### src/plwd_pkg.sv
// Package for the pulse-width light decoder: field widths, record kinds,
// and the frame and result beat types shared by the front, back and top.
// No dependencies.
package plwd_pkg;

    // Fixed widths of the port fields.
    localparam int AREA_PORT_W = 20;
    localparam int INTENS_W    = 8;
    localparam int BYTE_W      = 8;
    localparam int ACC_W       = 48;
    localparam int CNT_W       = 32;
    localparam int PRE_W       = 16;
    localparam int HELD_W      = 3;

    // Shortest ON run that counts as a preamble.
    localparam int PREAMBLE_MIN = 8;

    // Reset value of the ON threshold register.
    localparam logic [INTENS_W-1:0] THRESHOLD_RESET = 8'd128;

    // Kind of an output record.
    typedef enum logic {
        KIND_BYTE    = 1'b0,
        KIND_SUMMARY = 1'b1
    } plwd_kind_t;

    // One classified frame as it travels from the front to the back.
    typedef struct packed {
        logic                   eos;
        logic                   on;
        logic [AREA_PORT_W-1:0] area;
    } plwd_frame_t;

    // One result record.
    typedef struct packed {
        plwd_kind_t             record_kind;
        logic [BYTE_W-1:0]      data_byte;
        logic [ACC_W-1:0]       area_total;
        logic [CNT_W-1:0]       on_frames;
        logic [AREA_PORT_W-1:0] smallest_area;
        logic [PRE_W-1:0]       preamble_frames;
        logic                   last;
    } plwd_result_t;

endpackage

### src/plwd_fifo.sv
// Two-entry first-in first-out queue of registered beats.
// Used between the front and back and in front of the result port.
// No package dependencies.
module plwd_fifo #(
    parameter int WIDTH = 8
) (
    input  logic             clk,
    input  logic             rst_n,
    input  logic             push,
    input  logic [WIDTH-1:0] din,
    output logic             full,
    input  logic             pop,
    output logic [WIDTH-1:0] dout,
    output logic             not_empty
);

    logic [1:0]       count_reg;
    logic [1:0]       count_next;
    logic [WIDTH-1:0] head_reg;
    logic [WIDTH-1:0] head_next;
    logic [WIDTH-1:0] tail_reg;
    logic [WIDTH-1:0] tail_next;
    logic             do_push;
    logic             do_pop;

    assign full      = (count_reg == 2'd2);
    assign not_empty = (count_reg != 2'd0);
    assign dout      = head_reg;
    assign do_push   = push && !full;
    assign do_pop    = pop && not_empty;

    // Next contents: the head always holds the oldest beat.
    always_comb
    begin
        count_next = count_reg;
        head_next  = head_reg;
        tail_next  = tail_reg;
        if (do_push && do_pop)
        begin
            if (count_reg == 2'd1)
            begin
                head_next = din;
            end
            else
            begin
                head_next = tail_reg;
                tail_next = din;
            end
        end
        else if (do_pop)
        begin
            head_next  = tail_reg;
            count_next = count_reg - 2'd1;
        end
        else if (do_push)
        begin
            if (count_reg == 2'd0)
            begin
                head_next = din;
            end
            else
            begin
                tail_next = din;
            end
            count_next = count_reg + 2'd1;
        end
    end

    // Occupancy is control state; the payload needs no reset.
    always_ff @(posedge clk or negedge rst_n)
    begin
        if (!rst_n)
        begin
            count_reg <= 2'd0;
        end
        else
        begin
            count_reg <= count_next;
        end
    end

    always_ff @(posedge clk)
    begin
        head_reg <= head_next;
        tail_reg <= tail_next;
    end

endmodule

### src/plwd_front.sv
// Front of the decoder: holds the ON threshold, classifies each frame
// and queues it for the back. Depends on plwd_pkg and plwd_fifo.
module plwd_front (
    input  logic                                clk,
    input  logic                                rst_n,
    input  logic                                cfg_wen,
    input  logic [plwd_pkg::INTENS_W-1:0]       cfg_wdata,
    input  logic                                in_valid,
    output logic                                in_stall,
    input  logic                                blob_found,
    input  logic [plwd_pkg::INTENS_W-1:0]       intensity,
    input  logic [plwd_pkg::AREA_PORT_W-1:0]    blob_area,
    input  logic                                end_of_stream,
    output logic                                frame_valid,
    output plwd_pkg::plwd_frame_t               frame,
    input  logic                                frame_pop
);

    logic [plwd_pkg::INTENS_W-1:0] threshold_reg;
    plwd_pkg::plwd_frame_t         classified;
    logic                          queue_full;

    // Threshold register; the user must write it only while the block is idle, which the block does not enforce.
    always_ff @(posedge clk or negedge rst_n)
    begin
        if (!rst_n)
        begin
            threshold_reg <= plwd_pkg::THRESHOLD_RESET;
        end
        else if (cfg_wen)
        begin
            threshold_reg <= cfg_wdata;
        end
    end

    // A frame is ON when a blob was found and it is brighter than the threshold.
    always_comb
    begin
        classified.eos  = end_of_stream;
        classified.on   = blob_found && (intensity > threshold_reg);
        classified.area = blob_area;
    end

    assign in_stall = queue_full;

    // Queue that decouples the front from the back.
    plwd_fifo #(
        .WIDTH($bits(plwd_pkg::plwd_frame_t))
    ) u_frame_queue (
        .clk       (clk),
        .rst_n     (rst_n),
        .push      (in_valid),
        .din       (classified),
        .full      (queue_full),
        .pop       (frame_pop),
        .dout      (frame),
        .not_empty (frame_valid)
    );

endmodule

### src/plwd_back.sv
// Back of the decoder: run lengths, preamble, bit decisions, byte packing,
// area statistics and the end-of-stream summary, with a result queue.
// Depends on plwd_pkg and plwd_fifo.
module plwd_back #(
    parameter int RUN_BITS  = 16,
    parameter int AREA_BITS = 20
) (
    input  logic                    clk,
    input  logic                    rst_n,
    input  logic                    frame_valid,
    input  plwd_pkg::plwd_frame_t   frame,
    output logic                    frame_pop,
    output logic                    res_valid,
    output plwd_pkg::plwd_result_t  res,
    input  logic                    res_pop
);

    localparam int AW    = (AREA_BITS < plwd_pkg::AREA_PORT_W) ? AREA_BITS
                                                               : plwd_pkg::AREA_PORT_W;
    localparam int CMP_W = RUN_BITS + 6;
    localparam int SUM_W = plwd_pkg::ACC_W + 1;

    // Decoder state.
    logic                          prev_on_reg,  prev_on_next;
    logic [RUN_BITS-1:0]           run_len_reg,  run_len_next;
    logic [RUN_BITS-1:0]           pre_len_reg,  pre_len_next;
    logic                          stopped_reg,  stopped_next;
    logic [plwd_pkg::BYTE_W-1:0]   shifter_reg,  shifter_next;
    logic [plwd_pkg::HELD_W-1:0]   held_reg,     held_next;
    logic [plwd_pkg::ACC_W-1:0]    acc_reg,      acc_next;
    logic [plwd_pkg::CNT_W-1:0]    cnt_reg,      cnt_next;
    logic [AW-1:0]                 min_reg,      min_next;

    logic                          res_full;
    logic                          fire;
    logic [AW-1:0]                 area;
    logic [SUM_W-1:0]              acc_sum;
    logic                          closing;
    logic                          close_pre;
    logic                          close_bit_try;
    logic [CMP_W-1:0]              len40;
    logic [CMP_W-1:0]              pre9;
    logic [CMP_W-1:0]              len8;
    logic [CMP_W-1:0]              pre5;
    logic                          bit_zero;
    logic                          bit_one;
    logic                          bit_made;
    logic [plwd_pkg::BYTE_W-1:0]   shifted;
    logic                          byte_done;
    logic [RUN_BITS-1:0]           pre_after;
    logic                          pre_ovf;
    logic                          push;
    plwd_pkg::plwd_result_t        res_in;

    assign fire = frame_valid && !res_full;
    assign area = frame.area[AW-1:0];

    // Closing the current run: preamble capture or one decoded bit.
    always_comb
    begin
        closing       = (run_len_reg != '0) && prev_on_reg;
        close_pre     = closing && (pre_len_reg == '0);
        close_bit_try = closing && (pre_len_reg != '0) && !stopped_reg;
        len40     = (CMP_W'(run_len_reg) << 5) + (CMP_W'(run_len_reg) << 3);
        pre9      = (CMP_W'(pre_len_reg) << 3) + CMP_W'(pre_len_reg);
        len8      = CMP_W'(run_len_reg) << 3;
        pre5      = (CMP_W'(pre_len_reg) << 2) + CMP_W'(pre_len_reg);
        bit_zero  = len40 < pre9;
        bit_one   = !bit_zero && (len8 < pre5);
        bit_made  = close_bit_try && (bit_zero || bit_one);
        shifted   = {shifter_reg[plwd_pkg::BYTE_W-2:0], bit_one};
        byte_done = bit_made && (held_reg == '1);
        if (close_pre && (run_len_reg >= RUN_BITS'(plwd_pkg::PREAMBLE_MIN)))
        begin
            pre_after = run_len_reg;
        end
        else
        begin
            pre_after = pre_len_reg;
        end
        pre_ovf = pre_after > RUN_BITS'(17'h0FFFF);
    end

    // Saturating area sum over ON frames.
    assign acc_sum = {1'b0, acc_reg} + SUM_W'(area);

    // Next state and result record for the frame at the head of the queue.
    always_comb
    begin
        prev_on_next = prev_on_reg;
        run_len_next = run_len_reg;
        pre_len_next = pre_len_reg;
        stopped_next = stopped_reg;
        shifter_next = shifter_reg;
        held_next    = held_reg;
        acc_next     = acc_reg;
        cnt_next     = cnt_reg;
        min_next     = min_reg;
        frame_pop    = 1'b0;
        push         = 1'b0;

        res_in.record_kind     = plwd_pkg::KIND_BYTE;
        res_in.data_byte       = shifted;
        res_in.area_total      = '0;
        res_in.on_frames       = '0;
        res_in.smallest_area   = '0;
        res_in.preamble_frames = '0;
        res_in.last            = 1'b1;

        if (fire)
        begin
            if (frame.eos && byte_done)
            begin
                // A byte completes at end of stream: send it first; the entry stays
                // queued, so the summary follows later from the same queue entry.
                push           = 1'b1;
                res_in.last    = 1'b0;
                shifter_next   = '0;
                held_next      = '0;
                prev_on_next   = 1'b0;
            end
            else if (frame.eos)
            begin
                // Summary record, then all state returns to reset.
                push                   = 1'b1;
                frame_pop              = 1'b1;
                res_in.record_kind     = plwd_pkg::KIND_SUMMARY;
                res_in.data_byte       = '0;
                res_in.area_total      = acc_reg;
                res_in.on_frames       = cnt_reg;
                res_in.smallest_area   = (cnt_reg == '0) ? '0
                                         : plwd_pkg::AREA_PORT_W'(min_reg);
                res_in.preamble_frames = pre_ovf ? '1 : plwd_pkg::PRE_W'(pre_after);
                prev_on_next = 1'b0;
                run_len_next = '0;
                pre_len_next = '0;
                stopped_next = 1'b0;
                shifter_next = '0;
                held_next    = '0;
                acc_next     = '0;
                cnt_next     = '0;
                min_next     = '1;
            end
            else
            begin
                frame_pop = 1'b1;
                if (frame.on)
                begin
                    acc_next = acc_sum[SUM_W-1] ? '1 : acc_sum[plwd_pkg::ACC_W-1:0];
                    if (cnt_reg != '1)
                    begin
                        cnt_next = cnt_reg + 1'b1;
                    end
                    if (area < min_reg)
                    begin
                        min_next = area;
                    end
                end
                if (frame.on != prev_on_reg)
                begin
                    // Run ends: apply its effect and start a new run.
                    pre_len_next = pre_after;
                    if (close_bit_try && !bit_made)
                    begin
                        stopped_next = 1'b1;
                    end
                    if (byte_done)
                    begin
                        push         = 1'b1;
                        shifter_next = '0;
                        held_next    = '0;
                    end
                    else if (bit_made)
                    begin
                        shifter_next = shifted;
                        held_next    = held_reg + 1'b1;
                    end
                    run_len_next = RUN_BITS'(1);
                    prev_on_next = frame.on;
                end
                else if (run_len_reg != '1)
                begin
                    run_len_next = run_len_reg + 1'b1;
                end
            end
        end
    end

    // Control and counting state.
    always_ff @(posedge clk or negedge rst_n)
    begin
        if (!rst_n)
        begin
            prev_on_reg <= 1'b0;
            run_len_reg <= '0;
            pre_len_reg <= '0;
            stopped_reg <= 1'b0;
            shifter_reg <= '0;
            held_reg    <= '0;
            acc_reg     <= '0;
            cnt_reg     <= '0;
            min_reg     <= '1;
        end
        else
        begin
            prev_on_reg <= prev_on_next;
            run_len_reg <= run_len_next;
            pre_len_reg <= pre_len_next;
            stopped_reg <= stopped_next;
            shifter_reg <= shifter_next;
            held_reg    <= held_next;
            acc_reg     <= acc_next;
            cnt_reg     <= cnt_next;
            min_reg     <= min_next;
        end
    end

    // Result queue in front of the output port.
    plwd_fifo #(
        .WIDTH($bits(plwd_pkg::plwd_result_t))
    ) u_result_queue (
        .clk       (clk),
        .rst_n     (rst_n),
        .push      (push),
        .din       (res_in),
        .full      (res_full),
        .pop       (res_pop),
        .dout      (res),
        .not_empty (res_valid)
    );

endmodule

### src/pulse_width_light_decoder.sv
// Top level of the pulse-width light decoder: front classifier, back decoder.
// Depends on plwd_pkg, plwd_front and plwd_back.
//
//   Channel | Handshake           | Beat
//   --------+---------------------+----------------------------------------------
//   cfg     | cfg_wen             | cfg_wdata (ON threshold)
//   in      | in_valid / in_stall | blob_found, intensity, blob_area, end_of_stream
//   out     | out_valid/out_stall | record_kind ... preamble_frames, last
//
// One frame per cycle while in_stall is low; an accepted frame is registered in the frame
// queue, and any result it yields is registered in the result queue before it shows.
// An end-of-stream beat that completes a byte stays at the head of the frame queue while
// the back sends the byte and then the summary, one result per cycle while the result queue has room.
// Two-entry queues sit between front and back and before the result port, so
// input keeps flowing while a result waits; in_stall rises when the first is full.
// Reset sets the threshold to 128 and returns all decoder state to its reset values at once.
module pulse_width_light_decoder #(
    parameter int RUN_BITS  = 16,
    parameter int AREA_BITS = 20
) (
    input  logic                              clk,
    input  logic                              rst_n,
    input  logic                              cfg_wen,
    input  logic [plwd_pkg::INTENS_W-1:0]     cfg_wdata,
    input  logic                              in_valid,
    output logic                              in_stall,
    input  logic                              blob_found,
    input  logic [plwd_pkg::INTENS_W-1:0]     intensity,
    input  logic [plwd_pkg::AREA_PORT_W-1:0]  blob_area,
    input  logic                              end_of_stream,
    output logic                              out_valid,
    input  logic                              out_stall,
    output logic                              record_kind,
    output logic [plwd_pkg::BYTE_W-1:0]       data_byte,
    output logic [plwd_pkg::ACC_W-1:0]        area_total,
    output logic [plwd_pkg::CNT_W-1:0]        on_frames,
    output logic [plwd_pkg::AREA_PORT_W-1:0]  smallest_area,
    output logic [plwd_pkg::PRE_W-1:0]        preamble_frames,
    output logic                              last
);

    logic                   frame_valid;
    plwd_pkg::plwd_frame_t  frame;
    logic                   frame_pop;
    plwd_pkg::plwd_result_t res;
    logic                   res_pop;

    // Front: threshold register, classification and frame queue.
    plwd_front u_front (
        .clk           (clk),
        .rst_n         (rst_n),
        .cfg_wen       (cfg_wen),
        .cfg_wdata     (cfg_wdata),
        .in_valid      (in_valid),
        .in_stall      (in_stall),
        .blob_found    (blob_found),
        .intensity     (intensity),
        .blob_area     (blob_area),
        .end_of_stream (end_of_stream),
        .frame_valid   (frame_valid),
        .frame         (frame),
        .frame_pop     (frame_pop)
    );

    // Back: run decoding, statistics and result queue.
    plwd_back #(
        .RUN_BITS  (RUN_BITS),
        .AREA_BITS (AREA_BITS)
    ) u_back (
        .clk         (clk),
        .rst_n       (rst_n),
        .frame_valid (frame_valid),
        .frame       (frame),
        .frame_pop   (frame_pop),
        .res_valid   (out_valid),
        .res         (res),
        .res_pop     (res_pop)
    );

    assign res_pop = out_valid && !out_stall;

    // Result beat fields.
    assign record_kind     = res.record_kind;
    assign data_byte       = res.data_byte;
    assign area_total      = res.area_total;
    assign on_frames       = res.on_frames;
    assign smallest_area   = res.smallest_area;
    assign preamble_frames = res.preamble_frames;
    assign last            = res.last;

endmodule

### config.mk
export PLATFORM = sky130hd
export DESIGN_NAME = pulse_width_light_decoder
export DESIGN_NICKNAME = d
export VERILOG_FILES = /design/src/plwd_pkg.sv /design/src/plwd_fifo.sv /design/src/plwd_front.sv /design/src/plwd_back.sv /design/src/pulse_width_light_decoder.sv
export SDC_FILE = /design/constraint.sdc
export NUM_CORES = 1
export LEC_CHECK = 0
export ABC_CLOCK_PERIOD_IN_PS = 18000
export BUFFER_PORTS_ARGS = -buffer_cell sky130_fd_sc_hd__buf_2
export CORE_MARGIN = 2
export CORE_UTILIZATION = 40
export DETAILED_ROUTE_END_ITERATION = 8
export SYNTH_ARGS = -nofsm -noshare
export SYNTH_HDL_FRONTEND = slang
export SYNTH_HIERARCHICAL = 1
export SYNTH_SLANG_ARGS = --single-unit
### constraint.sdc
create_clock -name clk -period 18 [get_ports clk]
set_input_delay 1.8 -clock clk [delete_from_list [all_inputs] [get_ports clk]]
set_output_delay 1.8 -clock clk [all_outputs]
set_load 0.005 [all_outputs]
==> metrics.csv <==
stage;metric;value;unit
status;outcome;finished clean;
cts;clock sink count;452;
timing;Max transition margin;25.4;%
cts;CTS max path bufs;3;
worst_setup_path;critical path fanouts, max;67;
cts;Post-CTS Setup Inserts;0;
route;DR vias/cell;5.49;
route;1st-pass router iterations;5;
timing;unrepaired setup endpoints after global routing;no;
finish;Final nets;2337;
global_routing;GRT Overall Usage;18.0;%
global_routing;first-pass GRT wire length;88200;um
finish;P&R area growth vs syn;13.7;%
timing;Hold Violations, Final;0;
timing;Worst Tran Pin Value;1.12;ns
finish;share of cells above drive strength 1;20.0;%
synth;Yosys top cell by area;edfxtp_1;
cts;number of buffers created by CTS;50;
synth;synthesis-stage register bit count;452;
synth;top-area cell type share of the netlist area;37.5;%
worst_setup_path;Worst Path Required;18.32;ns
finish;final core occ;45.8;%
synth;ys flop type;edfxtp_1;
synth;Cells after Synth;2002;
cts;CTS tree;done;
route;Post-DRT Antenna Nets;0;
timing;Setup Skew;0.0273;ns
floorplan;Die Ht;247;um
cts;hold buffer count at CTS;0;
worst_setup_path;Worst Path Class, Setup;reg2reg;
placement;dpl cells;2876;
floorplan;die width;247;um
synth;number of synthesized flops with an enable pin;296;
synth;Synth Area per Inst;11.8;sq um
power;Max VDD drop;0.000157;V
synth;most frequent cells after synthesis;edfxtp_1, a21oi_1, dfrtp_1, ha_1, nor2_1;
finish;area occupied by multi-input gates;10200;sq um
finish;Layout fillers;5401;
floorplan;core area;58800;sq um
timing;min Tclk post-route;7.68;ns
global_routing;most used routing layer;met2;
global_routing;met2 GRT Util;28.7;%
timing;hold slack final;0.489;ns
global_routing;met3 usage;3.28;%
timing;Max Freq;130;MHz
timing;fin crit share;42.7;%
global_routing;GRT overflow;0;
global_routing;vias in the first global route;16200;
worst_setup_path;CP Launch Type;register;
finish;register area;12800;sq um
global_routing;antenna violations before repair;0;
worst_setup_path;CP Capture Type;register;
finish;Finished Layout Cells;2968;
cts;# resized after CTS;0;
finish;diode count;0;
global_routing;global-route track usage on met1;25.2;%
cts;root buffer cell;clkbuf_16;
power;total power;4.49;mW
placement;RePlAce Congestion;0.859;
synth;sequential share of the synthesized area;54.1;%
synth;largest cells by area after synthesis;edfxtp_1, dfrtp_1, ha_1, mux2_2, a21oi_1;
global_routing;largest net degree at the start of global routing;97;
route;DR iter-0 viols;997;
route;total wire length;55300;um
route;routed len/inst;18.6;um
placement;DP Wirelength;37200;um
hold_path;min-delay worst type;reg2reg;
floorplan;die area;61200;sq um
floorplan;num ports;171;
synth;post-synth cell types;84;
synth;top-count cell post-synth;edfxtp_1;
timing;max-slew violations;0;
worst_setup_path;Crit path arrival time;8.00;ns
floorplan;Rows;89;
synth;Mapped Nets;2184;
synth;synthesized cell area;23700;sq um
cts;# H-tree levels;2;
floorplan;initial core utilization;40.3;%
placement;port bufs;170;
route;Remaining DRCs;0;
route;via count;16300;
synth;Yosys warnings;6;
cts;clk_lat worst skew;0.59;ns
power;Power Density;167;nW/um^2
timing;Setup violations, final;0;
timing;final setup TNS;0;ns
synth;Async SR Flop Fraction;34.5;%
run;maxcap violations;0;
power;leakage power;11.5;nW
cts;clock-pin slew on the worst setup and hold paths;0.06;ns
## final cells by class
class                      count  share of cell area, %
timing repair buffer         190                   3.74
multi-input combinational   1392                   38.0
inverter                      69                  0.962
clock inverter                29                   1.16
sequential                   452                   47.6
tap                          773                   3.59
clock buffer                  63                   4.98
## worst max-delay path: stages, from the launching register on
cell	delay [ns]
dfrtp_1	0.48
ha_1	0.33
a21oi_1	0.18
a2bb2oi_1	0.31
a21oi_1	0.15
a41o_1	0.28
or4_1	0.44
a41o_1	0.25
a21o_1	0.19
xnor2_1	0.13
ha_1	0.31
a211oi_2	0.22
o211ai_1	0.11
o41a_1	0.46
nor4_4	0.38
a21oi_1	0.14
nor2_1	0.28
o21a_1	0.15
nor2b_1	0.25
ha_1	0.37
nand2b_1	0.14
o31ai_4	0.08
buf_4	0.48
buf_4	0.80
mux2_2	0.41
## path summary, 6_finish.rpt
kind	to	slack [ns]	cells past startpoint	from
worst max-delay path	u_back/u_result_queue/dout[38]$_DFFE_PP_	10.32	24	u_back/pre_len_reg[4]$_DFFE_PN0P_
worst min-delay path	u_front/u_frame_queue/count_reg[0]$_DFFE_PN0P_	0.49	1	u_front/u_frame_queue/count_reg[0]$_DFFE_PN0P_
worst max register to register	u_back/u_result_queue/dout[38]$_DFFE_PP_	10.32	24	u_back/pre_len_reg[4]$_DFFE_PN0P_
worst min register to register	u_front/u_frame_queue/count_reg[0]$_DFFE_PN0P_	0.49	1	u_front/u_frame_queue/count_reg[0]$_DFFE_PN0P_
max in group asynchronous	u_back/held_reg[0]$_DFFE_PN0P_	15.19	2	rst_n
min in group asynchronous	u_back/acc_reg[21]$_DFFE_PN0P_	1.34	1	rst_n
## report_power, final
part           total, mW  leakage [nW]  internal (mW)  switching [mW]
Sequential          1.73          4.98           1.58           0.153
Combinational       1.72          5.69          0.666            1.06
Clock               1.03         0.808          0.614           0.419
## through the flow
step	cell area (sq um)	setup slack, ns
2_1_floorplan	23700	3.14
3_3_place_gp	25300	10.54
3_5_place_dp	25300	10.33
4_1_cts	26900	10.27
5_1_grt	26900	9.81
6_report	26900	10.32
## cell families (layout without fill, tap and decap cells)
group / after synthesis / after routing / share of synthesized area (%)
xor gates and xnor gates: 60 / 60 / 2.22
and+or+nand+nor: 554 / 554 / 12.3
muxes: 172 / 172 / 8.44
AOI/OAI and AO/OA: 467 / 467 / 12.6
DFF: 452 / 452 / 54.1
adders and majority gates: 139 / 139 / 7.47
buffers and inverters: 158 / 351 / 2.86
## placed cells by master, fill, tap and decap left out, types with 67 or more instances in the layout
| master | netlist | final |
|---|---|---|
| nand2_1 | 94 | 94 |
| and2_1 | 89 | 89 |
| inv_1 | 67 | 67 |
| buf_2 | 19 | 169 |
| mux2_2 | 91 | 91 |
| a21oi_1 | 175 | 175 |
| dfrtp_1 | 135 | 135 |
| ha_1 | 135 | 135 |
| nor2_1 | 128 | 128 |
| edfxtp_1 | 296 | 296 |
| a31oi_1 | 67 | 67 |
## per-layer routing
layer / share of wire [%] / vias to the layer above / routed length, um
met5: 0 / - / 0
met4: 2.3 / 0 / 1280
met2: 46 / 347 / 25500
met3: 4.9 / 83 / 2740
met1: 47 / 8061 / 25800
li1: - / 7810 / -
No activity file was read; power rests on OpenSTA's default activity.
